[src/design/assert_macros.svh]
// assertion macros used by the execute unit rtl
// no dependencies; users must have clk and rst_n in scope
`ifndef ASSERT_MACROS_SVH
`define ASSERT_MACROS_SVH

// property checked on every clock, off while in reset
`define ECPU_CHECK(label, prop, msg) \
    label: assert property (@(posedge clk) disable iff (!rst_n) (prop)) else $error(msg);

// property checked on every clock, including reset
`define ECPU_CHECK_ALWAYS(label, prop, msg) \
    label: assert property (@(posedge clk) (prop)) else $error(msg);

`endif

[src/design/ecpu_pkg.sv]
// shared types, operation codes and helpers for the execute unit
// no dependencies
`default_nettype none

package ecpu_pkg;

    localparam int STACK_BYTES_DEF = 256;

    localparam logic [7:0] P_RESET  = 8'h24;
    localparam logic [7:0] SP_RESET = 8'hFD;
    localparam logic [7:0] P_PUSH_SET = 8'h30;
    localparam logic [7:0] P_PULL_MASK = 8'hEF;
    localparam logic [7:0] P_PULL_SET = 8'h20;

    localparam int FLAG_C = 0;
    localparam int FLAG_Z = 1;
    localparam int FLAG_I = 2;
    localparam int FLAG_D = 3;
    localparam int FLAG_B = 4;
    localparam int FLAG_V = 6;
    localparam int FLAG_N = 7;

    localparam logic [6:0] OP_ADC   = 7'd0;
    localparam logic [6:0] OP_SBC   = 7'd1;
    localparam logic [6:0] OP_ORA   = 7'd2;
    localparam logic [6:0] OP_SLO   = 7'd3;
    localparam logic [6:0] OP_ASL   = 7'd4;
    localparam logic [6:0] OP_AND   = 7'd5;
    localparam logic [6:0] OP_ROL   = 7'd6;
    localparam logic [6:0] OP_EOR   = 7'd7;
    localparam logic [6:0] OP_LSR   = 7'd8;
    localparam logic [6:0] OP_ROR   = 7'd9;
    localparam logic [6:0] OP_LDX   = 7'd10;
    localparam logic [6:0] OP_LDY   = 7'd11;
    localparam logic [6:0] OP_LDA   = 7'd12;
    localparam logic [6:0] OP_CMP   = 7'd13;
    localparam logic [6:0] OP_CPY   = 7'd14;
    localparam logic [6:0] OP_DCP   = 7'd15;
    localparam logic [6:0] OP_CPX   = 7'd16;
    localparam logic [6:0] OP_ISC   = 7'd17;
    localparam logic [6:0] OP_INC   = 7'd18;
    localparam logic [6:0] OP_DEC   = 7'd19;
    localparam logic [6:0] OP_LAX   = 7'd20;
    localparam logic [6:0] OP_SRE   = 7'd21;
    localparam logic [6:0] OP_RRA   = 7'd22;
    localparam logic [6:0] OP_RLA   = 7'd23;
    localparam logic [6:0] OP_ARR   = 7'd24;
    localparam logic [6:0] OP_AAC   = 7'd25;
    localparam logic [6:0] OP_BIT   = 7'd26;
    localparam logic [6:0] OP_JSR   = 7'd27;
    localparam logic [6:0] OP_BRK   = 7'd28;
    localparam logic [6:0] OP_BPL   = 7'd29;
    localparam logic [6:0] OP_BEQ   = 7'd30;
    localparam logic [6:0] OP_BNE   = 7'd31;
    localparam logic [6:0] OP_ASL_A = 7'd32;
    localparam logic [6:0] OP_AXA   = 7'd33;
    localparam logic [6:0] OP_CLC   = 7'd34;
    localparam logic [6:0] OP_KIL   = 7'd35;
    localparam logic [6:0] OP_PHP   = 7'd38;
    localparam logic [6:0] OP_PLP   = 7'd39;
    localparam logic [6:0] OP_ROL_A = 7'd40;
    localparam logic [6:0] OP_RTI   = 7'd41;
    localparam logic [6:0] OP_BMI   = 7'd42;
    localparam logic [6:0] OP_LSR_A = 7'd44;
    localparam logic [6:0] OP_ASR   = 7'd45;
    localparam logic [6:0] OP_BVC   = 7'd46;
    localparam logic [6:0] OP_RTS   = 7'd47;
    localparam logic [6:0] OP_PLA   = 7'd48;
    localparam logic [6:0] OP_ROR_A = 7'd49;
    localparam logic [6:0] OP_BVS   = 7'd50;
    localparam logic [6:0] OP_SEI   = 7'd51;
    localparam logic [6:0] OP_STA   = 7'd52;
    localparam logic [6:0] OP_AAX   = 7'd53;
    localparam logic [6:0] OP_STX   = 7'd54;
    localparam logic [6:0] OP_TYA   = 7'd55;
    localparam logic [6:0] OP_TXS   = 7'd56;
    localparam logic [6:0] OP_XAS   = 7'd57;
    localparam logic [6:0] OP_SYA   = 7'd58;
    localparam logic [6:0] OP_SXA   = 7'd59;
    localparam logic [6:0] OP_TAY   = 7'd60;
    localparam logic [6:0] OP_TAX   = 7'd61;
    localparam logic [6:0] OP_ATX   = 7'd62;
    localparam logic [6:0] OP_BCS   = 7'd63;
    localparam logic [6:0] OP_CLV   = 7'd64;
    localparam logic [6:0] OP_TSX   = 7'd65;
    localparam logic [6:0] OP_LAR   = 7'd66;
    localparam logic [6:0] OP_INY   = 7'd67;
    localparam logic [6:0] OP_DEX   = 7'd68;
    localparam logic [6:0] OP_AXS   = 7'd69;
    localparam logic [6:0] OP_CLD   = 7'd70;
    localparam logic [6:0] OP_INX   = 7'd71;
    localparam logic [6:0] OP_SED   = 7'd72;
    localparam logic [6:0] OP_XAA   = 7'd73;
    localparam logic [6:0] OP_STY   = 7'd74;
    localparam logic [6:0] OP_DEY   = 7'd75;
    localparam logic [6:0] OP_TXA   = 7'd76;
    localparam logic [6:0] OP_BCC   = 7'd77;
    localparam logic [6:0] OP_SEC   = 7'd78;
    localparam logic [6:0] OP_PHA   = 7'd79;
    localparam logic [6:0] OP_CLI   = 7'd80;

    typedef struct packed {
        logic [7:0] a;
        logic [7:0] x;
        logic [7:0] y;
        logic [7:0] p;
        logic [7:0] sp;
    } regs_t;

    typedef struct packed {
        regs_t       nxt;
        logic        we;
        logic [7:0]  wd;
        logic        pcl;
        logic [15:0] npc;
        logic [1:0]  extra;
        logic        halt;
        logic        push_en;
        logic [7:0]  push_data;
    } alu_res_t;

    typedef struct packed {
        logic        we;
        logic [7:0]  wd;
        logic        pcl;
        logic [15:0] npc;
        logic [1:0]  extra;
        logic        halted;
        regs_t       regs;
    } out_t;

    function automatic logic [7:0] set_nz(input logic [7:0] p, input logic [7:0] v);
        logic [7:0] r;
        begin
            r = p;
            r[FLAG_N] = v[7];
            r[FLAG_Z] = (v == 8'h00);
            return r;
        end
    endfunction

endpackage

`default_nettype wire

[src/design/ecpu_ram.sv]
// generic single-clock ram, one write and one read port, registered read
// no dependencies
`default_nettype none

module ecpu_ram #(
    parameter int WIDTH = 8,
    parameter int DEPTH = 256
) (
    input  wire logic                     clk,
    input  wire logic                     we,
    input  wire logic [$clog2(DEPTH)-1:0] waddr,
    input  wire logic [WIDTH-1:0]         wdata,
    input  wire logic                     re,
    input  wire logic [$clog2(DEPTH)-1:0] raddr,
    output logic      [WIDTH-1:0]         rdata
);

    logic [WIDTH-1:0] mem [DEPTH];

    always_ff @(posedge clk)
    begin
        if (we)
        begin
            mem[waddr] <= wdata;
        end
        if (re)
        begin
            rdata <= mem[raddr];
        end
    end

endmodule

`default_nettype wire

[src/design/ecpu_alu.sv]
// combinational instruction datapath: alu, flags, branches, one-byte pushes
// depends on ecpu_pkg
`default_nettype none

module ecpu_alu (
    input  wire logic [6:0]         func,
    input  wire logic [7:0]         operand,
    input  wire logic [15:0]        target,
    input  wire logic [15:0]        pc,
    input  wire ecpu_pkg::regs_t    cur,
    output ecpu_pkg::alu_res_t      res
);

    import ecpu_pkg::*;

    logic [9:0] sum;
    logic [7:0] t;
    logic       branch;
    logic       take;

    function automatic logic [9:0] add8(input logic [7:0] a, input logic [7:0] b,
                                        input logic c);
        logic [8:0] s;
        begin
            s = {1'b0, a} + {1'b0, b} + {8'h00, c};
            return {((a ^ s[7:0]) & (b ^ s[7:0]) & 8'h80) != 8'h00, s[8], s[7:0]};
        end
    endfunction

    always_comb
    begin
        res = '0;
        res.nxt = cur;
        sum = '0;
        t = '0;
        branch = 1'b0;
        take = 1'b0;
        unique case (func) inside
            OP_ADC:
            begin
                sum = add8(cur.a, operand, cur.p[FLAG_C]);
                res.nxt.a = sum[7:0];
                res.nxt.p[FLAG_V] = sum[9];
                res.nxt.p[FLAG_C] = sum[8];
                res.nxt.p = set_nz(res.nxt.p, sum[7:0]);
            end
            OP_SBC:
            begin
                sum = add8(cur.a, ~operand, cur.p[FLAG_C]);
                res.nxt.a = sum[7:0];
                res.nxt.p[FLAG_V] = sum[9];
                res.nxt.p[FLAG_C] = sum[8];
                res.nxt.p = set_nz(res.nxt.p, sum[7:0]);
            end
            OP_ORA:
            begin
                res.nxt.a = cur.a | operand;
                res.nxt.p = set_nz(cur.p, res.nxt.a);
            end
            OP_SLO:
            begin
                res.we = 1'b1;
                res.wd = {operand[6:0], 1'b0};
                res.nxt.p[FLAG_C] = operand[7];
                res.nxt.a = cur.a | res.wd;
                res.nxt.p = set_nz(res.nxt.p, res.nxt.a);
            end
            OP_ASL:
            begin
                res.we = 1'b1;
                res.wd = {operand[6:0], 1'b0};
                res.nxt.p[FLAG_C] = operand[7];
                res.nxt.p = set_nz(res.nxt.p, res.wd);
            end
            OP_AND, OP_XAS, OP_SYA, OP_SXA, OP_XAA:
            begin
                res.nxt.a = cur.a & operand;
                res.nxt.p = set_nz(cur.p, res.nxt.a);
            end
            OP_ROL:
            begin
                res.we = 1'b1;
                res.wd = {operand[6:0], cur.p[FLAG_C]};
                res.nxt.p[FLAG_C] = operand[7];
                res.nxt.p = set_nz(res.nxt.p, res.wd);
            end
            OP_EOR:
            begin
                res.nxt.a = cur.a ^ operand;
                res.nxt.p = set_nz(cur.p, res.nxt.a);
            end
            OP_LSR:
            begin
                res.we = 1'b1;
                res.wd = {1'b0, operand[7:1]};
                res.nxt.p[FLAG_C] = operand[0];
                res.nxt.p = set_nz(res.nxt.p, res.wd);
            end
            OP_ROR:
            begin
                res.we = 1'b1;
                res.wd = {cur.p[FLAG_C], operand[7:1]};
                res.nxt.p[FLAG_C] = operand[0];
                res.nxt.p = set_nz(res.nxt.p, res.wd);
            end
            OP_LDX:
            begin
                res.nxt.x = operand;
                res.nxt.p = set_nz(cur.p, operand);
            end
            OP_LDY:
            begin
                res.nxt.y = operand;
                res.nxt.p = set_nz(cur.p, operand);
            end
            OP_LDA:
            begin
                res.nxt.a = operand;
                res.nxt.p = set_nz(cur.p, operand);
            end
            OP_CMP:
            begin
                res.nxt.p[FLAG_C] = (cur.a >= operand);
                res.nxt.p = set_nz(res.nxt.p, cur.a - operand);
            end
            OP_CPY:
            begin
                res.nxt.p[FLAG_C] = (cur.y >= operand);
                res.nxt.p = set_nz(res.nxt.p, cur.y - operand);
            end
            OP_CPX:
            begin
                res.nxt.p[FLAG_C] = (cur.x >= operand);
                res.nxt.p = set_nz(res.nxt.p, cur.x - operand);
            end
            OP_DCP:
            begin
                res.we = 1'b1;
                res.wd = operand - 8'd1;
                res.nxt.p[FLAG_C] = (cur.a >= res.wd);
                res.nxt.p = set_nz(res.nxt.p, cur.a - res.wd);
            end
            OP_ISC:
            begin
                res.we = 1'b1;
                res.wd = operand + 8'd1;
                sum = add8(cur.a, ~res.wd, cur.p[FLAG_C]);
                res.nxt.a = sum[7:0];
                res.nxt.p[FLAG_V] = sum[9];
                res.nxt.p[FLAG_C] = sum[8];
                res.nxt.p = set_nz(res.nxt.p, sum[7:0]);
            end
            OP_INC:
            begin
                res.we = 1'b1;
                res.wd = operand + 8'd1;
                res.nxt.p = set_nz(cur.p, res.wd);
            end
            OP_DEC:
            begin
                res.we = 1'b1;
                res.wd = operand - 8'd1;
                res.nxt.p = set_nz(cur.p, res.wd);
            end
            OP_LAX, OP_ATX:
            begin
                res.nxt.a = operand;
                res.nxt.x = operand;
                res.nxt.p = set_nz(cur.p, operand);
            end
            OP_SRE:
            begin
                res.we = 1'b1;
                res.wd = {1'b0, operand[7:1]};
                res.nxt.p[FLAG_C] = operand[0];
                res.nxt.a = cur.a ^ res.wd;
                res.nxt.p = set_nz(res.nxt.p, res.nxt.a);
            end
            OP_RRA:
            begin
                res.we = 1'b1;
                res.wd = {cur.p[FLAG_C], operand[7:1]};
                sum = add8(cur.a, res.wd, operand[0]);
                res.nxt.a = sum[7:0];
                res.nxt.p[FLAG_V] = sum[9];
                res.nxt.p[FLAG_C] = sum[8];
                res.nxt.p = set_nz(res.nxt.p, sum[7:0]);
            end
            OP_RLA:
            begin
                res.we = 1'b1;
                res.wd = {operand[6:0], cur.p[FLAG_C]};
                res.nxt.p[FLAG_C] = operand[7];
                res.nxt.a = cur.a & res.wd;
                res.nxt.p = set_nz(res.nxt.p, res.nxt.a);
            end
            OP_ARR:
            begin
                t = cur.a & operand;
                res.nxt.a = {cur.p[FLAG_C], t[7:1]};
                res.nxt.p = set_nz(cur.p, res.nxt.a);
                res.nxt.p[FLAG_C] = res.nxt.a[6];
                res.nxt.p[FLAG_V] = res.nxt.a[6] ^ res.nxt.a[5];
            end
            OP_AAC:
            begin
                res.nxt.a = cur.a & operand;
                res.nxt.p = set_nz(cur.p, res.nxt.a);
                res.nxt.p[FLAG_C] = res.nxt.a[7];
            end
            OP_BIT:
            begin
                res.nxt.p[FLAG_V] = operand[6];
                res.nxt.p[FLAG_N] = operand[7];
                res.nxt.p[FLAG_Z] = ((cur.a & operand) == 8'h00);
            end
            OP_BPL:
            begin
                branch = 1'b1;
                take = !cur.p[FLAG_N];
            end
            OP_BMI:
            begin
                branch = 1'b1;
                take = cur.p[FLAG_N];
            end
            OP_BEQ:
            begin
                branch = 1'b1;
                take = cur.p[FLAG_Z];
            end
            OP_BNE:
            begin
                branch = 1'b1;
                take = !cur.p[FLAG_Z];
            end
            OP_BVC:
            begin
                branch = 1'b1;
                take = !cur.p[FLAG_V];
            end
            OP_BVS:
            begin
                branch = 1'b1;
                take = cur.p[FLAG_V];
            end
            OP_BCS:
            begin
                branch = 1'b1;
                take = cur.p[FLAG_C];
            end
            OP_BCC:
            begin
                branch = 1'b1;
                take = !cur.p[FLAG_C];
            end
            OP_ASL_A:
            begin
                res.nxt.p[FLAG_C] = cur.a[7];
                res.nxt.a = {cur.a[6:0], 1'b0};
                res.nxt.p = set_nz(res.nxt.p, res.nxt.a);
            end
            OP_ROL_A:
            begin
                res.nxt.p[FLAG_C] = cur.a[7];
                res.nxt.a = {cur.a[6:0], cur.p[FLAG_C]};
                res.nxt.p = set_nz(res.nxt.p, res.nxt.a);
            end
            OP_LSR_A:
            begin
                res.nxt.p[FLAG_C] = cur.a[0];
                res.nxt.a = {1'b0, cur.a[7:1]};
                res.nxt.p = set_nz(res.nxt.p, res.nxt.a);
            end
            OP_ROR_A:
            begin
                res.nxt.p[FLAG_C] = cur.a[0];
                res.nxt.a = {cur.p[FLAG_C], cur.a[7:1]};
                res.nxt.p = set_nz(res.nxt.p, res.nxt.a);
            end
            OP_ASR:
            begin
                t = cur.a & operand;
                res.nxt.p[FLAG_C] = t[0];
                res.nxt.a = {1'b0, t[7:1]};
                res.nxt.p = set_nz(res.nxt.p, res.nxt.a);
            end
            OP_AXA:
            begin
                res.nxt.x = cur.x & cur.a;
                res.we = 1'b1;
                res.wd = res.nxt.x & 8'h07;
            end
            OP_CLC: res.nxt.p[FLAG_C] = 1'b0;
            OP_SEC: res.nxt.p[FLAG_C] = 1'b1;
            OP_CLI: res.nxt.p[FLAG_I] = 1'b0;
            OP_SEI: res.nxt.p[FLAG_I] = 1'b1;
            OP_CLV: res.nxt.p[FLAG_V] = 1'b0;
            OP_CLD: res.nxt.p[FLAG_D] = 1'b0;
            OP_SED: res.nxt.p[FLAG_D] = 1'b1;
            OP_KIL: res.halt = 1'b1;
            OP_PHP:
            begin
                res.push_en = 1'b1;
                res.push_data = cur.p | P_PUSH_SET;
                res.nxt.sp = cur.sp - 8'd1;
            end
            OP_PHA:
            begin
                res.push_en = 1'b1;
                res.push_data = cur.a;
                res.nxt.sp = cur.sp - 8'd1;
            end
            OP_STA:
            begin
                res.we = 1'b1;
                res.wd = cur.a;
            end
            OP_AAX:
            begin
                res.we = 1'b1;
                res.wd = cur.x & cur.a;
            end
            OP_STX:
            begin
                res.we = 1'b1;
                res.wd = cur.x;
            end
            OP_STY:
            begin
                res.we = 1'b1;
                res.wd = cur.y;
            end
            OP_TYA:
            begin
                res.nxt.a = cur.y;
                res.nxt.p = set_nz(cur.p, cur.y);
            end
            OP_TXA:
            begin
                res.nxt.a = cur.x;
                res.nxt.p = set_nz(cur.p, cur.x);
            end
            OP_TAY:
            begin
                res.nxt.y = cur.a;
                res.nxt.p = set_nz(cur.p, cur.a);
            end
            OP_TAX:
            begin
                res.nxt.x = cur.a;
                res.nxt.p = set_nz(cur.p, cur.a);
            end
            OP_TXS: res.nxt.sp = cur.x;
            OP_TSX:
            begin
                res.nxt.x = cur.sp;
                res.nxt.p = set_nz(cur.p, cur.sp);
            end
            OP_LAR:
            begin
                res.nxt.a = operand;
                res.nxt.x = cur.sp;
                res.nxt.p = set_nz(cur.p, cur.sp);
            end
            OP_INY:
            begin
                res.nxt.y = cur.y + 8'd1;
                res.nxt.p = set_nz(cur.p, res.nxt.y);
            end
            OP_DEY:
            begin
                res.nxt.y = cur.y - 8'd1;
                res.nxt.p = set_nz(cur.p, res.nxt.y);
            end
            OP_INX:
            begin
                res.nxt.x = cur.x + 8'd1;
                res.nxt.p = set_nz(cur.p, res.nxt.x);
            end
            OP_DEX:
            begin
                res.nxt.x = cur.x - 8'd1;
                res.nxt.p = set_nz(cur.p, res.nxt.x);
            end
            OP_AXS:
            begin
                t = cur.a & cur.x;
                res.nxt.p[FLAG_C] = (t >= operand);
                res.nxt.x = t - operand;
                res.nxt.p = set_nz(res.nxt.p, res.nxt.x);
            end
            default:
            begin
                res.nxt = cur;
            end
        endcase
        if (branch && take)
        begin
            res.pcl = 1'b1;
            res.npc = target;
            res.extra = (target[15:8] != pc[15:8]) ? 2'd2 : 2'd1;
        end
    end

endmodule

`default_nettype wire

[src/design/eight_bit_cpu_execute_unit.sv]
// execute unit: one request per cycle, while not stalled, for register, alu, branch and
// one-byte push ops; result registered, held in a skid stage while the output is stalled.
// jsr, pla, plp, brk, rts, rti run through their S_ states: one stack ram access a cycle.
// reset clears a, x, y, lock, sets flags to 0x24 and sp to 0xfd; stack ram is not cleared.
// depends on ecpu_pkg, ecpu_alu, ecpu_ram, assert_macros.svh
`default_nettype none

`include "assert_macros.svh"

module eight_bit_cpu_execute_unit #(
    parameter int STACK_BYTES = ecpu_pkg::STACK_BYTES_DEF
) (
    input  wire logic        clk,
    input  wire logic        rst_n,
    input  wire logic        in_valid,
    output logic             in_stall,
    input  wire logic [6:0]  func,
    input  wire logic [7:0]  operand,
    input  wire logic [15:0] target,
    input  wire logic [15:0] pc,
    output logic             out_valid,
    input  wire logic        out_stall,
    output logic             write_enable,
    output logic [7:0]       write_data,
    output logic             pc_load,
    output logic [15:0]      new_pc,
    output logic [1:0]       extra_cycles,
    output logic             halted,
    output logic [7:0]       acc_out,
    output logic [7:0]       x_out,
    output logic [7:0]       y_out,
    output logic [7:0]       flags_out,
    output logic [7:0]       sp_out
);

    import ecpu_pkg::*;

    localparam int AW = $clog2(STACK_BYTES);
    localparam logic [16:0] RECIP = 17'(65536 / STACK_BYTES);

    typedef enum logic [3:0] {
        S_RUN, S_BRK1, S_BRK2, S_JSR1, S_PLA, S_PLP,
        S_RTS1, S_RTS2, S_RTI1, S_RTI2, S_RTI3
    } state_t;

    state_t      state_reg, state_next;
    regs_t       regs_reg, regs_next;
    logic        halt_reg, halt_next;
    logic [7:0]  lo_reg, lo_next;
    logic [15:0] tgt_reg, tgt_next;
    out_t        main_reg, skid_reg;
    logic        out_valid_reg, skid_valid_reg;

    alu_res_t    alu;
    out_t        emit_res;
    logic        emit;
    logic        accept;
    logic        adv;
    logic        take_out;
    logic        ram_we, ram_re;
    logic [7:0]  ram_wdata, ram_rdata;
    logic [7:0]  sp_addr;
    logic [7:0]  p_brk;
    logic [15:0] pc_inc;
    logic [24:0] quo_prod;
    logic [11:0] rem_raw, rem_fix;
    logic [AW-1:0] ram_addr;

    ecpu_alu u_alu (
        .func    (func),
        .operand (operand),
        .target  (target),
        .pc      (pc),
        .cur     (regs_reg),
        .res     (alu)
    );

    // stack index = sp mod STACK_BYTES, reciprocal then one correction
    assign quo_prod = 25'(sp_addr) * 25'(RECIP);
    assign rem_raw = 12'(sp_addr) - 12'(quo_prod[23:16]) * 12'(STACK_BYTES);
    assign rem_fix = (rem_raw >= 12'(STACK_BYTES)) ? rem_raw - 12'(STACK_BYTES) : rem_raw;
    assign ram_addr = rem_fix[AW-1:0];

    ecpu_ram #(
        .WIDTH (8),
        .DEPTH (STACK_BYTES)
    ) u_stack (
        .clk   (clk),
        .we    (ram_we),
        .waddr (ram_addr),
        .wdata (ram_wdata),
        .re    (ram_re),
        .raddr (ram_addr),
        .rdata (ram_rdata)
    );

    assign adv = !skid_valid_reg;
    assign in_stall = (state_reg != S_RUN) || skid_valid_reg;
    assign accept = in_valid && !in_stall;
    assign take_out = out_valid_reg && !out_stall;

    always_comb
    begin
        state_next = state_reg;
        regs_next = regs_reg;
        halt_next = halt_reg;
        lo_next = lo_reg;
        tgt_next = tgt_reg;
        ram_we = 1'b0;
        ram_re = 1'b0;
        ram_wdata = regs_reg.a;
        sp_addr = regs_reg.sp;
        emit = 1'b0;
        emit_res = '0;
        p_brk = regs_reg.p;
        p_brk[FLAG_B] = 1'b1;
        pc_inc = pc + 16'd1;
        unique case (state_reg)
            S_RUN:
            begin
                if (accept)
                begin
                    if (halt_reg)
                    begin
                        emit = 1'b1;
                    end
                    else
                    begin
                        case (func) inside
                            OP_BRK, OP_JSR:
                            begin
                                if (func == OP_JSR)
                                begin
                                    pc_inc = pc + 16'd2;
                                end
                                ram_we = 1'b1;
                                ram_wdata = pc_inc[15:8];
                                lo_next = pc_inc[7:0];
                                tgt_next = target;
                                regs_next.sp = regs_reg.sp - 8'd1;
                                state_next = (func == OP_JSR) ? S_JSR1 : S_BRK1;
                            end
                            OP_PLA, OP_PLP, OP_RTS, OP_RTI:
                            begin
                                ram_re = 1'b1;
                                sp_addr = regs_reg.sp + 8'd1;
                                regs_next.sp = sp_addr;
                                if (func == OP_PLA)
                                begin
                                    state_next = S_PLA;
                                end
                                else if (func == OP_PLP)
                                begin
                                    state_next = S_PLP;
                                end
                                else if (func == OP_RTS)
                                begin
                                    state_next = S_RTS1;
                                end
                                else
                                begin
                                    state_next = S_RTI1;
                                end
                            end
                            default:
                            begin
                                regs_next = alu.nxt;
                                halt_next = alu.halt;
                                ram_we = alu.push_en;
                                ram_wdata = alu.push_data;
                                emit = 1'b1;
                                emit_res.we = alu.we;
                                emit_res.wd = alu.wd;
                                emit_res.pcl = alu.pcl;
                                emit_res.npc = alu.npc;
                                emit_res.extra = alu.extra;
                            end
                        endcase
                    end
                end
            end
            S_BRK1:
            begin
                if (adv)
                begin
                    ram_we = 1'b1;
                    ram_wdata = lo_reg;
                    regs_next.sp = regs_reg.sp - 8'd1;
                    state_next = S_BRK2;
                end
            end
            S_BRK2:
            begin
                if (adv)
                begin
                    ram_we = 1'b1;
                    ram_wdata = p_brk;
                    regs_next.sp = regs_reg.sp - 8'd1;
                    regs_next.p = p_brk;
                    regs_next.p[FLAG_I] = 1'b1;
                    emit = 1'b1;
                    emit_res.pcl = 1'b1;
                    emit_res.npc = tgt_reg;
                    state_next = S_RUN;
                end
            end
            S_JSR1:
            begin
                if (adv)
                begin
                    ram_we = 1'b1;
                    ram_wdata = lo_reg;
                    regs_next.sp = regs_reg.sp - 8'd1;
                    emit = 1'b1;
                    emit_res.pcl = 1'b1;
                    emit_res.npc = tgt_reg;
                    state_next = S_RUN;
                end
            end
            S_PLA:
            begin
                if (adv)
                begin
                    regs_next.a = ram_rdata;
                    regs_next.p = set_nz(regs_reg.p, ram_rdata);
                    emit = 1'b1;
                    state_next = S_RUN;
                end
            end
            S_PLP:
            begin
                if (adv)
                begin
                    regs_next.p = (ram_rdata & P_PULL_MASK) | P_PULL_SET;
                    emit = 1'b1;
                    state_next = S_RUN;
                end
            end
            S_RTS1, S_RTI2:
            begin
                if (adv)
                begin
                    lo_next = ram_rdata;
                    ram_re = 1'b1;
                    sp_addr = regs_reg.sp + 8'd1;
                    regs_next.sp = sp_addr;
                    state_next = (state_reg == S_RTS1) ? S_RTS2 : S_RTI3;
                end
            end
            S_RTI1:
            begin
                if (adv)
                begin
                    regs_next.p = ram_rdata | P_PULL_SET;
                    ram_re = 1'b1;
                    sp_addr = regs_reg.sp + 8'd1;
                    regs_next.sp = sp_addr;
                    state_next = S_RTI2;
                end
            end
            S_RTS2, S_RTI3:
            begin
                if (adv)
                begin
                    emit = 1'b1;
                    emit_res.pcl = 1'b1;
                    emit_res.npc = {ram_rdata, lo_reg};
                    if (state_reg == S_RTS2)
                    begin
                        emit_res.npc = {ram_rdata, lo_reg} + 16'd1;
                    end
                    state_next = S_RUN;
                end
            end
            default:
            begin
                state_next = S_RUN;
            end
        endcase
        emit_res.halted = halt_next;
        emit_res.regs = regs_next;
    end

    always_ff @(posedge clk or negedge rst_n)
    begin
        if (!rst_n)
        begin
            state_reg <= S_RUN;
            regs_reg <= '{a: 8'h00, x: 8'h00, y: 8'h00, p: P_RESET, sp: SP_RESET};
            halt_reg <= 1'b0;
            out_valid_reg <= 1'b0;
            skid_valid_reg <= 1'b0;
        end
        else
        begin
            state_reg <= state_next;
            regs_reg <= regs_next;
            halt_reg <= halt_next;
            if (take_out)
            begin
                if (skid_valid_reg)
                begin
                    skid_valid_reg <= 1'b0;
                end
                else if (!emit)
                begin
                    out_valid_reg <= 1'b0;
                end
            end
            else if (emit)
            begin
                if (!out_valid_reg)
                begin
                    out_valid_reg <= 1'b1;
                end
                else
                begin
                    skid_valid_reg <= 1'b1;
                end
            end
        end
    end

    always_ff @(posedge clk)
    begin
        lo_reg <= lo_next;
        tgt_reg <= tgt_next;
        if (take_out)
        begin
            if (skid_valid_reg)
            begin
                main_reg <= skid_reg;
            end
            else if (emit)
            begin
                main_reg <= emit_res;
            end
        end
        else if (emit)
        begin
            if (!out_valid_reg)
            begin
                main_reg <= emit_res;
            end
            else
            begin
                skid_reg <= emit_res;
            end
        end
    end

    assign out_valid = out_valid_reg;
    assign write_enable = main_reg.we;
    assign write_data = main_reg.wd;
    assign pc_load = main_reg.pcl;
    assign new_pc = main_reg.npc;
    assign extra_cycles = main_reg.extra;
    assign halted = main_reg.halted;
    assign acc_out = main_reg.regs.a;
    assign x_out = main_reg.regs.x;
    assign y_out = main_reg.regs.y;
    assign flags_out = main_reg.regs.p;
    assign sp_out = main_reg.regs.sp;

    `ECPU_CHECK(a_skid_needs_main, skid_valid_reg |-> out_valid_reg, "skid full, output empty")
    `ECPU_CHECK(a_seq_blocks_input, (state_reg != S_RUN) |-> in_stall, "input open mid sequence")
    `ECPU_CHECK(a_lock_sticks, halt_reg |=> halt_reg, "lock mark dropped")
    `ECPU_CHECK_ALWAYS(a_one_ram_access, !(ram_we && ram_re), "stack read and write together")

endmodule

`default_nettype wire

[config.mk]
export PLATFORM = sky130hd
export DESIGN_NAME = eight_bit_cpu_execute_unit
export DESIGN_NICKNAME = d
export VERILOG_FILES = /design/src/design/ecpu_pkg.sv /design/src/design/ecpu_ram.sv /design/src/design/ecpu_alu.sv /design/src/design/eight_bit_cpu_execute_unit.sv
export VERILOG_INCLUDE_DIRS = /design/src /design/src/design
export SDC_FILE = /design/constraint.sdc
export NUM_CORES = 2
export LEC_CHECK = 0
export ABC_CLOCK_PERIOD_IN_PS = 22100
export BUFFER_PORTS_ARGS = -buffer_cell sky130_fd_sc_hd__buf_2
export CORE_UTILIZATION = 25
export DETAILED_ROUTE_END_ITERATION = 16
export PLACE_DENSITY = 0.42
export SKIP_CTS_REPAIR_TIMING = 1
export SYNTH_ARGS = -nofsm -noshare
export SYNTH_HDL_FRONTEND = slang
export SYNTH_HIERARCHICAL = 1
export SYNTH_SLANG_ARGS = --single-unit
[constraint.sdc]
create_clock -name clk -period 22.1 [get_ports clk]
set_clock_uncertainty 0.05 [all_clocks]
set_input_delay 4.42 -clock clk [delete_from_list [all_inputs] [get_ports clk]]
set_output_delay 4.42 -clock clk [all_outputs]
set_load 0.005 [all_outputs]
# Word-level counts from Yosys, hierarchy flattened
# Memory sizes are Yosys's and may differ from the RTL's. A register that Yosys moved wholly into a read port is not among the register bits.
# Index checks and enable logic that the tools add are counted.
[totals] regBits=209 mem_bits_rw=2048 inputBits=51 output_inout_bits=71 memories=1
[mem_list] memory="u_stack.mem" words=256 width=8 rd=1 rd_clocked_by_memory_dff=1 wr=1 line_no="ecpu_ram.sv:18" text="logic [WIDTH-1:0] mem [DEPTH];"
[op_classes] add_sub_neg=25 n_lt_le_gt_ge=6 eq_ne=99 n_mux=112 bitwise_logic=24 reduce_logical=94
[ops] operator="69-bit 2-to-1 mux" count=5
[ops] operator="8-bit logical NOT" count=32
[ops] operator="7-bit by 6-bit equality test with 1-bit output, second input constant" count=29
[ops] operator="8-bit 2-to-1 mux" count=22
[ops] operator="8-bit case mux with 19 select lines" count=1
[ops] operator="7-bit equality test, second input constant" count=17
[ops] operator="7-bit by 5-bit equality test with 1-bit output, second input constant" count=16
[ops] operator="28-bit 2-to-1 mux" count=4
[ops] operator="9-bit case mux with 11 select lines" count=1
[ops] operator="40-bit 2-to-1 mux" count=2
[ops] operator="8-bit case mux with 5 select lines" count=2
[ops] operator="8-bit XOR" count=9
[ops] operator="16-bit 2-to-1 mux" count=4
[ops] operator="32-bit 2-to-1 mux" count=2
[ops] operator="8-bit case mux with 2 select lines" count=4
[ops] operator="8-bit AND" count=7
[ops] operator="7-bit by 4-bit equality test with 1-bit output, second input constant" count=8
[ops] operator="8-bit case mux with 7 select lines" count=1
[ops] operator="17-bit case mux with 3 select lines" count=1
[ops] operator="4-bit 2-to-1 mux" count=12
[ops] operator="7-bit logical NOT" count=6
[ops] operator="8-bit greater-or-equal comparator" count=5
[ops] operator="8-bit by 1-bit subtractor with 8-bit output, second input constant" count=5
[ops] operator="8-bit subtractor" count=5
[ops] operator="other kinds (56)" count=160

# Logic depth before layout (Yosys ltp)
[depth] word_depth=15 ltp_mapped=18

# By module
# Netlist, hierarchy kept.
[by_module_without_submodules] module="ecpu_ram" n_inst=1 cells_each=3733 area_each_um2=79636.4 seq_area_each_um2=61739.2
[by_module_without_submodules] module="eight_bit_cpu_execute_unit" n_inst=1 cells_each=919 area_each_um2=10717.8 seq_area_each_um2=6052.1
[by_module_without_submodules] module="ecpu_alu" n_inst=1 cells_each=1274 area_each_um2=8565.7 seq_area_each_um2=0.0

# Worst setup path after synthesis
# Ideal clock, no wire load.
[synth_path] kind="input-to-reg" start="in func[5]" end="mem u_stack.mem[0][6], data pin" setup_time_ns=2.966 arrival_time_ns=20.035 required_time_ns=19.084 slack_ns=-0.951 path_stages=7 path_buffers=2 path_cell_list="buf_4 or3b_2 clkbuf_1 nor2_1 a22o_1 nor4_1 o41ai_1"
[synth_rtl] item="start: declaration" line_no="eight_bit_cpu_execute_unit.sv:17" text="input wire logic [6:0] func,"
[synth_rtl] item="end: declaration" line_no="ecpu_ram.sv:18"

# Worst setup path in the final report
[layout_path] start="in func[2]" end="reg u_stack.rdata[3] (read register of u_stack.mem), data pin"
[layout_via] word_cells_on_any_way=21
[layout_rtl] item="7-bit by 6-bit equality test with 1-bit output"
[layout_rtl] item="4-bit OR reduction" line_no="eight_bit_cpu_execute_unit.sv:129" text="case (func) inside"
[layout_rtl] item="1-bit 2-to-1 mux" line_no="eight_bit_cpu_execute_unit.sv:129"
[layout_rtl] item="1-bit 2-to-1 mux *" line_no="eight_bit_cpu_execute_unit.sv:129"
[layout_rtl] item="1-bit 2-to-1 mux *" line_no="eight_bit_cpu_execute_unit.sv:123" text="if (halt_reg)"
[layout_rtl] item="1-bit 2-to-1 mux *" line_no="eight_bit_cpu_execute_unit.sv:121" text="if (accept)"
[layout_rtl] item="1-bit case mux with 2 select lines *" line_no="eight_bit_cpu_execute_unit.sv:118" text="unique case (state_reg)"
[layout_rtl] item="via ram_re" line_no="eight_bit_cpu_execute_unit.sv:60" text="logic ram_we, ram_re;"
[layout_rtl] item="end: declaration" line_no="ecpu_ram.sv:15" text="output logic [WIDTH-1:0] rdata"
# Mark *: on every way through the listed nets, which the timed path passes. The rest lies on a longest branch.
# A chain may end at the register's enable or synchronous reset.

==> results.sh <==
export IMPL_max_freq_mhz=87.3
export IMPL_hp_class="reg2reg"
export IMPL_drtIter0Drc=6208
export IMPL_core_um2=393000
export IMPL_antenna_found_initial=15
export IMPL_start_util_pct=25.2
export IMPL_tritoncts="built"
export IMPL_grt_pass1_wl_mm=457
export IMPL_cts_sinks=2265
export IMPL_syn_area_per_cell_um2=16.7
export IMPL_max_slew_worst_pin_slew_ns=1.32
export IMPL_synthCells=5926
export IMPL_critPathLaunchType="input port"
export IMPL_period_minus_slack_ns=11.45
export IMPL_path_max_fanout=90
export IMPL_fin_crit_sh_pct=51.8
export IMPL_gp_congestion=0.901
export IMPL_syn_nets=6076
export IMPL_drt_total_wl_mm=324
export IMPL_synth_top_area_share_pct=67.3
export IMPL_synth_most_common_cell="edfxtp_1"
export IMPL_cp_end_kind="register"
export IMPL_numCtsBuffers=235
export IMPL_p_int_w=0.00860
export IMPL_area_growth_pct=14.1
export IMPL_synth_seq_cells=2265
export IMPL_fp_dieH_um=631
export IMPL_clkTransAtPathRegs_ns=0.06
export IMPL_fin_setup_tns_ns=0
export IMPL_avgViaCountPerCell=5.05
export IMPL_crit_arrival_ns=12.03
export IMPL_drc_errors=0
export IMPL_worst_ep_required_time_ns=22.67
export IMPL_synthArstFlopShare_pct=2.08
export IMPL_rsz0062_at_grt="no"
export IMPL_synthAdderAreaFrac_pct=1.47
export IMPL_drive_gt1_share_pct=20.0
export IMPL_maxCapViolCount=0
export IMPL_largest_reg_flops=2048
export IMPL_synth_common_cells="2,218 x edfxtp_1, 494 x nor2_1, 454 x mux4_2"
export IMPL_root_buffer="clkbuf_16"
export IMPL_p_sw_w=0.00410
export IMPL_first_pass_iters=7
export IMPL_ant_nets=0
export IMPL_slew_headroom_pct=12.0
export IMPL_grt_max_degree=192
export IMPL_p_sw_share_pct=32.3
export IMPL_syn_area_um2=98900
export IMPL_dieArea_um2=398000
export IMPL_dpl_hpwl_mm=207
export IMPL_clk_path_buf_depth=4
export IMPL_muxShareOfSynthArea_pct=12.7
export IMPL_synth_top_area_cell="edfxtp_1"
export IMPL_p_leak_nw=34.8
export IMPL_drv_slew=0
export IMPL_synth_xor_xnor_area_share_pct=1.08
export IMPL_total_power_w=0.0127
export IMPL_ys_warn_count=6
export IMPL_power_density_nw_per_um2=113
export IMPL_track_usage_pct=15.8
export IMPL_synth_compound_area_share_pct=7.46
export IMPL_clkPwrFrac_pct=30.8
export IMPL_ir_drop_mv=0.0848
export IMPL_synth_seq_area_share_pct=68.5
export IMPL_grt_pass1_vias=58200
export IMPL_seqPwrFrac_pct=40.7
export IMPL_hold_viol_final=0
export IMPL_grt_overflow=0
export IMPL_wl_per_cell_um=28.3
export IMPL_num_vias=57800
export IMPL_ys_flop_type="edfxtp_1"
export IMPL_synth_area_top_cells="edfxtp_1 67%, mux4_2 10%, nor2_1 1.9%"
export IMPL_synth_simple_gate_area_share_pct=6.25
export IMPL_io_pins=122
export IMPL_core_rowCount=230
export IMPL_power_frac_comb_pct=28.5
export IMPL_nNetsFinal=6202
export IMPL_die_x_um=631
export IMPL_critical_path_class="in2reg"
export IMPL_synth_edf_count=2218
export IMPL_setup_violations=0
export IMPL_synth_top_family_by_area="multiplexers"
export IMPL_ys_types=119
export IMPL_io_buffers=121
export IMPL_clock_latency_ns=0.92
export IMPL_status="finished clean"
export IMPL_htree_levels=4
[metal layers]
layer  global-route usage [%]  part of all wire, %
met1                     22.6                   45
met4                     4.47                  3.1
met3                     2.33                  5.9
met5                        0                    0
met2                     24.9                   46
[cell type report]
class | instances | area, um2
Timing Repair Buffer | 271 | 1830
Clock inverter | 135 | 1270
Antenna cell | 5 | 12.5
Fill cell | 39300 | 280000
Inverter | 77 | 289
Multi-Input combinational cell | 3202 | 29000
Tap cell | 5220 | 6530
Clock buffer | 279 | 6090
Sequential cell | 2265 | 67800
[power by group through the flow]
stage,registers (W),clock network (W),logic [W]
2_1_floorplan,0.00537,0,0.00233
3_3_place_gp,0.00526,0,0.00365
3_5_place_dp,0.00526,0,0.00366
4_1_cts,0.00517,0.00400,0.00366
5_1_grt,0.00518,0.00416,0.00384
6_report,0.00517,0.00391,0.00362
[worst max-delay path: stages]
cell and delay, ns:
buf_2 0.64, nor4bb_1 0.49, and3_1 0.53, o21ai_1 0.30, a21oi_2 0.22, buf_4 0.33, xnor2_2 0.16, buf_4 0.52
buf_12 0.50, buf_4 0.72, buf_4 0.71, mux4_2 0.59, a22o_1 0.27, a221oi_1 0.42, o221ai_1 0.22, a211oi_1 0.65
nor4_1 0.09
[path summary, 6_finish.rpt]
path	slack (ns)	end	depth (start not counted)	from
worst max-delay path	10.65	u_stack/rdata[3]	17	func[2]
worst min-delay path	0.47	write_data[0]	1	skid_reg[60]
worst max register to register	14.32	u_stack/rdata[3]	17	state_reg[2]
worst min register to register	0.47	write_data[0]	1	skid_reg[60]
max in group asynchronous	17.73	skid_valid_reg	2	rst_n
min in group asynchronous	3.66	regs_reg[16]	2	rst_n
[stage by stage]
step / setup slack [ns] / hold WS, ns / cells / cell area, um2 / utilization [%]
floorplan: 3.56 / 0.444 / 5926 / 99000 / -
global placement: 9.60 / 0.456 / 11000 / 105000 / 26.8
detailed placement: 9.60 / 0.454 / 11000 / 105000 / 26.8
CTS: 10.55 / 0.472 / 11400 / 113000 / 28.7
global route: 10.23 / 0.493 / 11400 / 113000 / 28.7
finish: 10.65 / 0.468 / 11500 / 113000 / 28.7
[cell families after synthesis]
group           Yosys count
compound gates         1045
xor+xnor                120
fa+ha+maj               111
buf+inv                 459
flops                  2265
mux                     679
simple gates           1247
[layout by cell type (no fill, tap or decap), drive strengths merged, types with 63 or more instances in the layout]
cell type / n
edfxtp: 2218
nor2: 497
mux4: 456
clkbuf: 279
buf: 271
nand2: 207
a21oi: 207
a22oi: 176
mux2i: 148
o21ai: 143
clkinv: 99
nand3: 93
ha: 87
nor3: 83
inv: 83
xnor2: 77
mux2: 75
o221ai: 63
Note: power is estimated with default switching activity, not from simulation.
